$ cat src/uvsti_pkg.sv
// Package for the UV sphere triangle indexer: widths, codes, types and geometry derivation.
`default_nettype none

package uvsti_pkg;

    localparam int TN_W      = 17;
    localparam int VTX_W     = 16;
    localparam int CFG_W     = 9;
    localparam int CFG_IDX_W = 2;
    localparam int SEG_W     = 9;
    localparam int DIV_W     = SEG_W + 1;

    localparam int MAX_RINGS_DEF    = 256;
    localparam int MAX_SEGMENTS_DEF = 256;

    localparam logic [CFG_W-1:0] RST_LAT  = 9'd10;
    localparam logic [CFG_W-1:0] RST_LONG = 9'd10;

    localparam logic [CFG_IDX_W-1:0] CFG_LAT  = 2'd0;
    localparam logic [CFG_IDX_W-1:0] CFG_LONG = 2'd1;

    localparam logic [1:0] REG_TOP  = 2'd0;
    localparam logic [1:0] REG_BAND = 2'd1;
    localparam logic [1:0] REG_BOT  = 2'd2;
    localparam logic [1:0] REG_OOR  = 2'd3;

    typedef struct packed {
        logic [1:0]       region;
        logic [VTX_W-1:0] v0;
        logic [VTX_W-1:0] v1;
        logic [VTX_W-1:0] v2;
    } side_t;

    typedef struct packed {
        logic [SEG_W-1:0] seg;
        logic [DIV_W-1:0] div;
        logic [TN_W-1:0]  faces;
        logic [TN_W-1:0]  band;
        logic [VTX_W-1:0] last;
    } geom_t;

    function automatic geom_t derive(
        input logic [CFG_W-1:0] lat,
        input logic [CFG_W-1:0] lon,
        input logic [CFG_W-1:0] max_r,
        input logic [CFG_W-1:0] max_s
    );
        logic [CFG_W-1:0] r;
        logic [CFG_W-1:0] s;
        logic [TN_W-1:0]  p;
        geom_t            g;
        if (lat < 9'd3) begin
            r = 9'd3;
        end else if (lat > max_r) begin
            r = max_r;
        end else begin
            r = lat;
        end
        if (lon < 9'd3) begin
            s = 9'd3;
        end else if (lon > max_s) begin
            s = max_s;
        end else begin
            s = lon;
        end
        p       = TN_W'(r - 9'd2) * TN_W'(s);
        g.seg   = s;
        g.div   = {s, 1'b0};
        g.faces = {p[VTX_W-1:0], 1'b0};
        g.band  = g.faces - TN_W'({s, 1'b0});
        g.last  = p[VTX_W-1:0] + 16'd1;
        return g;
    endfunction

endpackage

`default_nettype wire

$ cat src/uvsti_divider.sv
// Pipelined restoring divider: one quotient bit per stage, sideband carried along.
`default_nettype none

module uvsti_divider #(
    parameter int QW = 8
) (
    input  wire logic                            aclk,
    input  wire logic                            aresetn,
    input  wire logic [uvsti_pkg::DIV_W-1:0]     divisor,
    input  wire logic                            in_valid,
    output logic                                 in_ready,
    input  wire logic [uvsti_pkg::TN_W-1:0]      in_rem,
    input  wire uvsti_pkg::side_t                in_side,
    output logic                                 out_valid,
    input  wire logic                            out_ready,
    output logic [uvsti_pkg::TN_W-1:0]           out_rem,
    output logic [QW-1:0]                        out_quot,
    output uvsti_pkg::side_t                     out_side
);

    localparam int CW = uvsti_pkg::TN_W + uvsti_pkg::DIV_W + QW;

    logic                          valid_reg [QW];
    logic [uvsti_pkg::TN_W-1:0]    rem_reg   [QW];
    logic [QW-1:0]                 quot_reg  [QW];
    uvsti_pkg::side_t              side_reg  [QW];
    logic                          stage_ready [QW+1];

    assign stage_ready[QW] = out_ready;
    assign in_ready        = stage_ready[0];
    assign out_valid       = valid_reg[QW-1];
    assign out_rem         = rem_reg[QW-1];
    assign out_quot        = quot_reg[QW-1];
    assign out_side        = side_reg[QW-1];

    for (genvar i = 0; i < QW; i++) begin : g_stage
        localparam int K = QW - 1 - i;

        logic                       valid_in;
        logic [uvsti_pkg::TN_W-1:0] rem_in;
        logic [QW-1:0]              quot_in;
        uvsti_pkg::side_t           side_in;
        logic [uvsti_pkg::TN_W-1:0] rem_next;
        logic [QW-1:0]              quot_next;
        logic [CW-1:0]              shifted;
        logic [CW-1:0]              rem_ext;

        if (i == 0) begin : g_first
            assign valid_in = in_valid;
            assign rem_in   = in_rem;
            assign quot_in  = '0;
            assign side_in  = in_side;
        end else begin : g_rest
            assign valid_in = valid_reg[i-1];
            assign rem_in   = rem_reg[i-1];
            assign quot_in  = quot_reg[i-1];
            assign side_in  = side_reg[i-1];
        end

        always_comb begin
            shifted = CW'(divisor) << K;
            rem_ext = CW'(rem_in);
            if (rem_ext >= shifted) begin
                rem_next  = uvsti_pkg::TN_W'(rem_ext - shifted);
                quot_next = quot_in | (QW'(1) << K);
            end else begin
                rem_next  = rem_in;
                quot_next = quot_in;
            end
        end

        assign stage_ready[i] = !valid_reg[i] || stage_ready[i+1];

        always_ff @(posedge aclk) begin
            if (!aresetn) begin
                valid_reg[i] <= 1'b0;
            end else if (stage_ready[i]) begin
                valid_reg[i] <= valid_in;
            end
        end

        always_ff @(posedge aclk) begin
            if (stage_ready[i] && valid_in) begin
                rem_reg[i]  <= rem_next;
                quot_reg[i] <= quot_next;
                side_reg[i] <= side_in;
            end
        end
    end

endmodule

`default_nettype wire

$ cat src/uv_sphere_triangle_indexer.sv
// Top level of the UV sphere triangle indexer.
`default_nettype none

// Maps a triangle number to its three vertex indices in a latitude-longitude
// sphere mesh (top cap fan, two-triangle band quads, bottom cap fan). One
// transfer is taken every cycle unless the output stalls; a result passes
// the input register, the pipelined divider that splits the band offset into
// ring and column one quotient bit per stage, stage E and the output
// register. Every stage has its own valid bit, so bubbles close up and the
// input keeps flowing while a finished result waits on the output register.
// Configuration writes reach every stage from the next cycle, so write only
// while no transfer is in flight; writes to unknown indexes are ignored.

module uv_sphere_triangle_indexer #(
    parameter int MAX_RINGS    = uvsti_pkg::MAX_RINGS_DEF,
    parameter int MAX_SEGMENTS = uvsti_pkg::MAX_SEGMENTS_DEF
) (
    input  wire logic                             aclk,
    input  wire logic                             aresetn,
    input  wire logic                             cfg_wr_en,
    input  wire logic [uvsti_pkg::CFG_IDX_W-1:0]  cfg_index,
    input  wire logic [uvsti_pkg::CFG_W-1:0]      cfg_wdata,
    input  wire logic                             s_valid,
    output logic                                  s_ready,
    input  wire logic [uvsti_pkg::TN_W-1:0]       s_triangle_number,
    output logic                                  m_valid,
    input  wire logic                             m_ready,
    output logic [uvsti_pkg::VTX_W-1:0]           m_first_vertex,
    output logic [uvsti_pkg::VTX_W-1:0]           m_second_vertex,
    output logic [uvsti_pkg::VTX_W-1:0]           m_third_vertex,
    output logic                                  m_out_of_range
);

    localparam int QW = $clog2(MAX_RINGS);
    localparam int SW = uvsti_pkg::SEG_W;
    localparam int TW = uvsti_pkg::TN_W;
    localparam int VW = uvsti_pkg::VTX_W;

    // configuration
    logic [uvsti_pkg::CFG_W-1:0] lat_reg, lat_next;
    logic [uvsti_pkg::CFG_W-1:0] long_reg, long_next;
    uvsti_pkg::geom_t            geom_reg;

    always_comb begin
        lat_next  = lat_reg;
        long_next = long_reg;
        if (cfg_wr_en) begin
            if (cfg_index == uvsti_pkg::CFG_LAT) begin
                lat_next = cfg_wdata;
            end else if (cfg_index == uvsti_pkg::CFG_LONG) begin
                long_next = cfg_wdata;
            end
        end
    end

    always_ff @(posedge aclk) begin
        if (!aresetn) begin
            lat_reg  <= uvsti_pkg::RST_LAT;
            long_reg <= uvsti_pkg::RST_LONG;
            geom_reg <= uvsti_pkg::derive(uvsti_pkg::RST_LAT, uvsti_pkg::RST_LONG,
                                          9'(MAX_RINGS), 9'(MAX_SEGMENTS));
        end else begin
            lat_reg  <= lat_next;
            long_reg <= long_next;
            geom_reg <= uvsti_pkg::derive(lat_next, long_next,
                                          9'(MAX_RINGS), 9'(MAX_SEGMENTS));
        end
    end

    // stage A: input register and region decode
    logic          a_valid_reg;
    logic [TW-1:0] a_tn_reg;
    logic          a_ready;
    logic          div_in_ready;

    assign a_ready = !a_valid_reg || div_in_ready;
    assign s_ready = a_ready;

    always_ff @(posedge aclk) begin
        if (!aresetn) begin
            a_valid_reg <= 1'b0;
        end else if (a_ready) begin
            a_valid_reg <= s_valid;
        end
    end

    always_ff @(posedge aclk) begin
        if (a_ready && s_valid) begin
            a_tn_reg <= s_triangle_number;
        end
    end

    logic [TW-1:0]    seg_ext;
    logic [TW-1:0]    band_ofs;
    logic [TW-1:0]    bot_ofs;
    logic [TW-1:0]    t_inc;
    logic [TW-1:0]    l_inc;
    uvsti_pkg::side_t a_side;

    always_comb begin
        seg_ext  = TW'(geom_reg.seg);
        band_ofs = a_tn_reg - seg_ext;
        bot_ofs  = band_ofs - geom_reg.band;
        t_inc    = a_tn_reg + 17'd1;
        l_inc    = bot_ofs + 17'd1;
        a_side   = '0;
        if (a_tn_reg >= geom_reg.faces) begin
            a_side.region = uvsti_pkg::REG_OOR;
        end else if (a_tn_reg < seg_ext) begin
            a_side.region = uvsti_pkg::REG_TOP;
            a_side.v1     = t_inc[VW-1:0];
            a_side.v2     = (t_inc == seg_ext) ? 16'd1 : VW'(a_tn_reg + 17'd2);
        end else if (band_ofs < geom_reg.band) begin
            a_side.region = uvsti_pkg::REG_BAND;
        end else begin
            a_side.region = uvsti_pkg::REG_BOT;
            a_side.v0     = geom_reg.last;
            a_side.v1     = geom_reg.last - l_inc[VW-1:0];
            a_side.v2     = geom_reg.last -
                            ((l_inc == seg_ext) ? 16'd1 : VW'(bot_ofs + 17'd2));
        end
    end

    // ring / column split
    logic             div_out_valid;
    logic             e_ready;
    logic [TW-1:0]    div_rem;
    logic [QW-1:0]    div_quot;
    uvsti_pkg::side_t div_side;

    uvsti_divider #(
        .QW (QW)
    ) u_div (
        .aclk      (aclk),
        .aresetn   (aresetn),
        .divisor   (geom_reg.div),
        .in_valid  (a_valid_reg),
        .in_ready  (div_in_ready),
        .in_rem    (band_ofs),
        .in_side   (a_side),
        .out_valid (div_out_valid),
        .out_ready (e_ready),
        .out_rem   (div_rem),
        .out_quot  (div_quot),
        .out_side  (div_side)
    );

    // stage E: ring base and column offsets
    logic             e_valid_reg;
    uvsti_pkg::side_t e_side_reg;
    logic [VW-1:0]    e_up_reg;
    logic [SW-1:0]    e_a_reg;
    logic [SW-1:0]    e_b_reg;
    logic             e_odd_reg;
    logic             f_ready;

    logic [31:0]      up_prod;
    logic [SW-1:0]    a_next;
    logic [SW-1:0]    b_next;

    always_comb begin
        up_prod = 32'(div_quot) * 32'(geom_reg.seg);
        a_next  = SW'(div_rem[SW-1:1]) + 9'd1;
        b_next  = (a_next == geom_reg.seg) ? 9'd1 : a_next + 9'd1;
    end

    assign e_ready = !e_valid_reg || f_ready;

    always_ff @(posedge aclk) begin
        if (!aresetn) begin
            e_valid_reg <= 1'b0;
        end else if (e_ready) begin
            e_valid_reg <= div_out_valid;
        end
    end

    always_ff @(posedge aclk) begin
        if (e_ready && div_out_valid) begin
            e_side_reg <= div_side;
            e_up_reg   <= up_prod[VW-1:0];
            e_a_reg    <= a_next;
            e_b_reg    <= b_next;
            e_odd_reg  <= div_rem[0];
        end
    end

    // stage F: output register
    logic          f_valid_reg;
    logic [VW-1:0] f_v0_reg, f_v0_next;
    logic [VW-1:0] f_v1_reg, f_v1_next;
    logic [VW-1:0] f_v2_reg, f_v2_next;
    logic          f_oor_reg, f_oor_next;
    logic [VW-1:0] dn;
    logic [VW-1:0] up_a, up_b, dn_a, dn_b;

    always_comb begin
        dn   = e_up_reg + VW'(geom_reg.seg);
        up_a = e_up_reg + VW'(e_a_reg);
        up_b = e_up_reg + VW'(e_b_reg);
        dn_a = dn + VW'(e_a_reg);
        dn_b = dn + VW'(e_b_reg);
        f_v0_next  = e_side_reg.v0;
        f_v1_next  = e_side_reg.v1;
        f_v2_next  = e_side_reg.v2;
        f_oor_next = 1'b0;
        case (e_side_reg.region)
            uvsti_pkg::REG_BAND: begin
                f_v0_next = e_odd_reg ? dn_a : up_a;
                f_v1_next = up_b;
                f_v2_next = e_odd_reg ? dn_b : dn_a;
            end
            uvsti_pkg::REG_OOR: begin
                f_v0_next  = '0;
                f_v1_next  = '0;
                f_v2_next  = '0;
                f_oor_next = 1'b1;
            end
            default: begin
            end
        endcase
    end

    assign f_ready = !f_valid_reg || m_ready;

    always_ff @(posedge aclk) begin
        if (!aresetn) begin
            f_valid_reg <= 1'b0;
        end else if (f_ready) begin
            f_valid_reg <= e_valid_reg;
        end
    end

    always_ff @(posedge aclk) begin
        if (f_ready && e_valid_reg) begin
            f_v0_reg  <= f_v0_next;
            f_v1_reg  <= f_v1_next;
            f_v2_reg  <= f_v2_next;
            f_oor_reg <= f_oor_next;
        end
    end

    assign m_valid         = f_valid_reg;
    assign m_first_vertex  = f_v0_reg;
    assign m_second_vertex = f_v1_reg;
    assign m_third_vertex  = f_v2_reg;
    assign m_out_of_range  = f_oor_reg;

`ifndef ASSERT_OFF
    a_oor_zero: assert property (@(posedge aclk) disable iff (!aresetn)
        m_valid && m_out_of_range |->
            m_first_vertex == '0 && m_second_vertex == '0 && m_third_vertex == '0)
        else $error("out-of-range result with nonzero vertices");

    a_distinct: assert property (@(posedge aclk) disable iff (!aresetn)
        m_valid && !m_out_of_range |->
            m_first_vertex != m_second_vertex && m_second_vertex != m_third_vertex &&
            m_first_vertex != m_third_vertex)
        else $error("degenerate triangle");

    a_in_mesh: assert property (@(posedge aclk) disable iff (!aresetn)
        m_valid && !m_out_of_range |->
            m_first_vertex <= geom_reg.last && m_second_vertex <= geom_reg.last &&
            m_third_vertex <= geom_reg.last)
        else $error("vertex index beyond the mesh");

    a_reset_empty: assert property (@(posedge aclk)
        !aresetn |=> !m_valid && s_ready)
        else $error("pipeline not empty after reset");
`endif

endmodule

`default_nettype wire
$ cat config.mk
export PLATFORM = sky130hd
export DESIGN_NAME = uv_sphere_triangle_indexer
export DESIGN_NICKNAME = d
export VERILOG_FILES = /design/src/uvsti_pkg.sv /design/src/uvsti_divider.sv /design/src/uv_sphere_triangle_indexer.sv
export SDC_FILE = /design/constraint.sdc
export NUM_CORES = 2
export LEC_CHECK = 0
export ABC_AREA = 0
export BUFFER_PORTS_ARGS = -buffer_cell sky130_fd_sc_hd__buf_2
export CAP_MARGIN = 20
export CORE_ASPECT_RATIO = 0.6
export CORE_UTILIZATION = 55
export CTS_CLUSTER_DIAMETER = 80
export DETAILED_ROUTE_END_ITERATION = 8
export HOLD_SLACK_MARGIN = 0.06
export PLACE_DENSITY = 0.74
export SYNTH_ARGS = -nofsm -noshare
export SYNTH_HDL_FRONTEND = slang
export SYNTH_HIERARCHICAL = 1
export SYNTH_SLANG_ARGS = --single-unit
$ cat constraint.sdc
create_clock -name aclk -period 13.9 [get_ports aclk]
set_input_delay 2.085 -clock aclk [delete_from_list [all_inputs] [get_ports aclk]]
set_output_delay 2.085 -clock aclk [all_outputs]
set_load 0.02 [all_outputs]
==> metrics.txt <==
drt total wl=98900 um; status=finished, final reports clean; unrepaired setup endpoints after global routing=no; Post-Syn Area=44200 um2; final worst slack=3420 ps; Hold Path Class=flop to flop; Final Critical Period=10480 ps; hold-fix buffers at CTS=0; Max Slew Vio Count=0; Longest Clk Path Bufs=3; area of the multi-input gates=19600 um2; Max Clk Rate=95.4 MHz; CTS tree=yes; row cnt=80; post-CTS setup buffer count=0; CORE AREA=79600 um2; Buffers on Ports=83; Placer Congestion=0.930; max-cap viol count=0; Setup WS pre-CTS=2940 ps; Fill cells=6258; grt total ovfl=0; Clk Latency, worst-skew pair=660 ps; routed len/inst=20.0 um; Register Area=23300 um2; Max VDD drop=0.171 mV; Final HPWL DP=73300 um; PD cells=153 nW/um2; drt drc=0; clock root buffer=clkbuf_16; post-DR vias/cell=5.80; Overall Global Routing Usage=24.4%; P&R area growth vs syn=9.38%; Post-Layout Cell Count=4939; first-pass GRT wire length=154000 um; CP Class=input pin to flop; pin count of the biggest net entering global routing=76; clk sink count=801; Post-Synthesis Cells=3706; Cells after DPL=4804; num ports=84; Starting DRT DRC Count=3107; final total power=7.40 mW; share of layout cells above drive strength 1=8.93%; Finish-stage setup viols=0; Worst Clk Skew=39.6 ps; max reg flops=400; TritonRoute pass-1 iters=6; worst-margin pin slew=1070 ps; met3 WL=9210 um; Ys Warns=6; setup TNS=0 ps; CP max FO=9; die outline area=81600 um2; WL met2=40600 um; clk slew on worst S/H paths=70 ps; Starting Density=55.6%; post_cts resized=0; final worst path period share=75.4%; static leakage=18.3 nW; Post-DRT Antenna Nets=0; nets=4254; vias in the first global route=27200; Worst path slowest cell=or4b_2; CP max stage delay=640 ps; Num CTS Buffers=74; CP top delay family=adder cells; Critical Path End Type=flop; Arrival @ worst endpoint=11040 ps; CP required=14450 ps; H-tree levels=3; Bufs and invs on worst path=4; element type at the critical path start=input pin; Vias=28600; Max Used Layer=met5; Antenna Cells=0; Relative slew margins=28.8%; final hold vios=0; antenna violations before repair=1; Avg Cell Area, Syn=11.9 um2; Met1 Routed Length=47200 um; die width=368 um; Die H=222 um
[where the power goes]
part | switching [mW] | internal (mW) | leakage, nW
sequential | 0.0590 | 2.75 | 7.22
combinational | 1.50 | 1.04 | 9.95
clock | 0.920 | 1.13 | 1.17
total | 2.48 | 4.92 | 18.3
[final cells by class]
class | instances | share of cell area [%]
Sequential cell | 801 | 48.1
Multi-Input combinational cell | 2537 | 40.5
Clock buffer | 86 | 3.92
Tap cell | 1066 | 2.76
Inverter | 284 | 2.20
Timing Repair Buffer | 119 | 1.45
Clock inverter | 46 | 1.11
[cell usage in the layout, fill, tap and decap left out, types with 12 or more instances in the layout]
master / n
edfxtp_1: 722
nor2_1: 323
inv_1: 283
ha_1: 283
nand2_1: 208
xnor2_1: 204
a21oi_1: 170
fa_1: 121
o21ai_0: 101
xor2_1: 92
buf_2: 84
nor3_1: 80
dfxtp_1: 79
nand3_1: 75
clkbuf_16: 74
and2_1: 63
o21a_1: 48
nor2b_1: 47
or3_1: 41
a21o_1: 38
mux2_2: 38
and3_1: 38
nor4_1: 35
buf_4: 33
mux2i_1: 31
nand4_1: 31
nand2b_1: 30
or2_2: 28
a22o_1: 25
a31oi_1: 24
a211oi_1: 21
a21boi_0: 17
o211ai_1: 17
o31ai_1: 16
clkinv_1: 16
o21bai_1: 16
conb_1: 15
o2bb2ai_1: 13
clkbuf_1: 12
[worst paths after layout]
| path | from | end | slack [ps] | cells past startpoint |
|---|---|---|---|---|
| min reg2reg | u_div/side_reg[1][171] | e_side_reg[21] | 400 | 0 |
| max | cfg_wdata[4] | geom_reg[31] | 3420 | 31 |
| min | u_div/side_reg[1][171] | e_side_reg[21] | 400 | 0 |
| max reg2reg | a_tn_reg[0] | u_div/side_reg[0][14] | 3950 | 33 |
[per-stage QoR]
step	utilization [%]	cell area, um2	hold WS (ps)
after detailed placement	57.7	45900	405
after floorplan	-	44300	400
after global placement	57.7	45900	401
final	60.8	48400	402
after CTS	60.8	48400	403
after global routing	60.8	48400	410
[routing by layer]
| metal | up-vias | GRT usage, % |
|---|---|---|
| met4 | 2 | 5.25 |
| met2 | 1041 | 34.2 |
| met3 | 136 | 6.64 |
| met1 | 13800 | 37.6 |
| met5 | - | 0 |
| li1 | 13700 | - |
No activity file was read; power rests on OpenSTA's default activity.
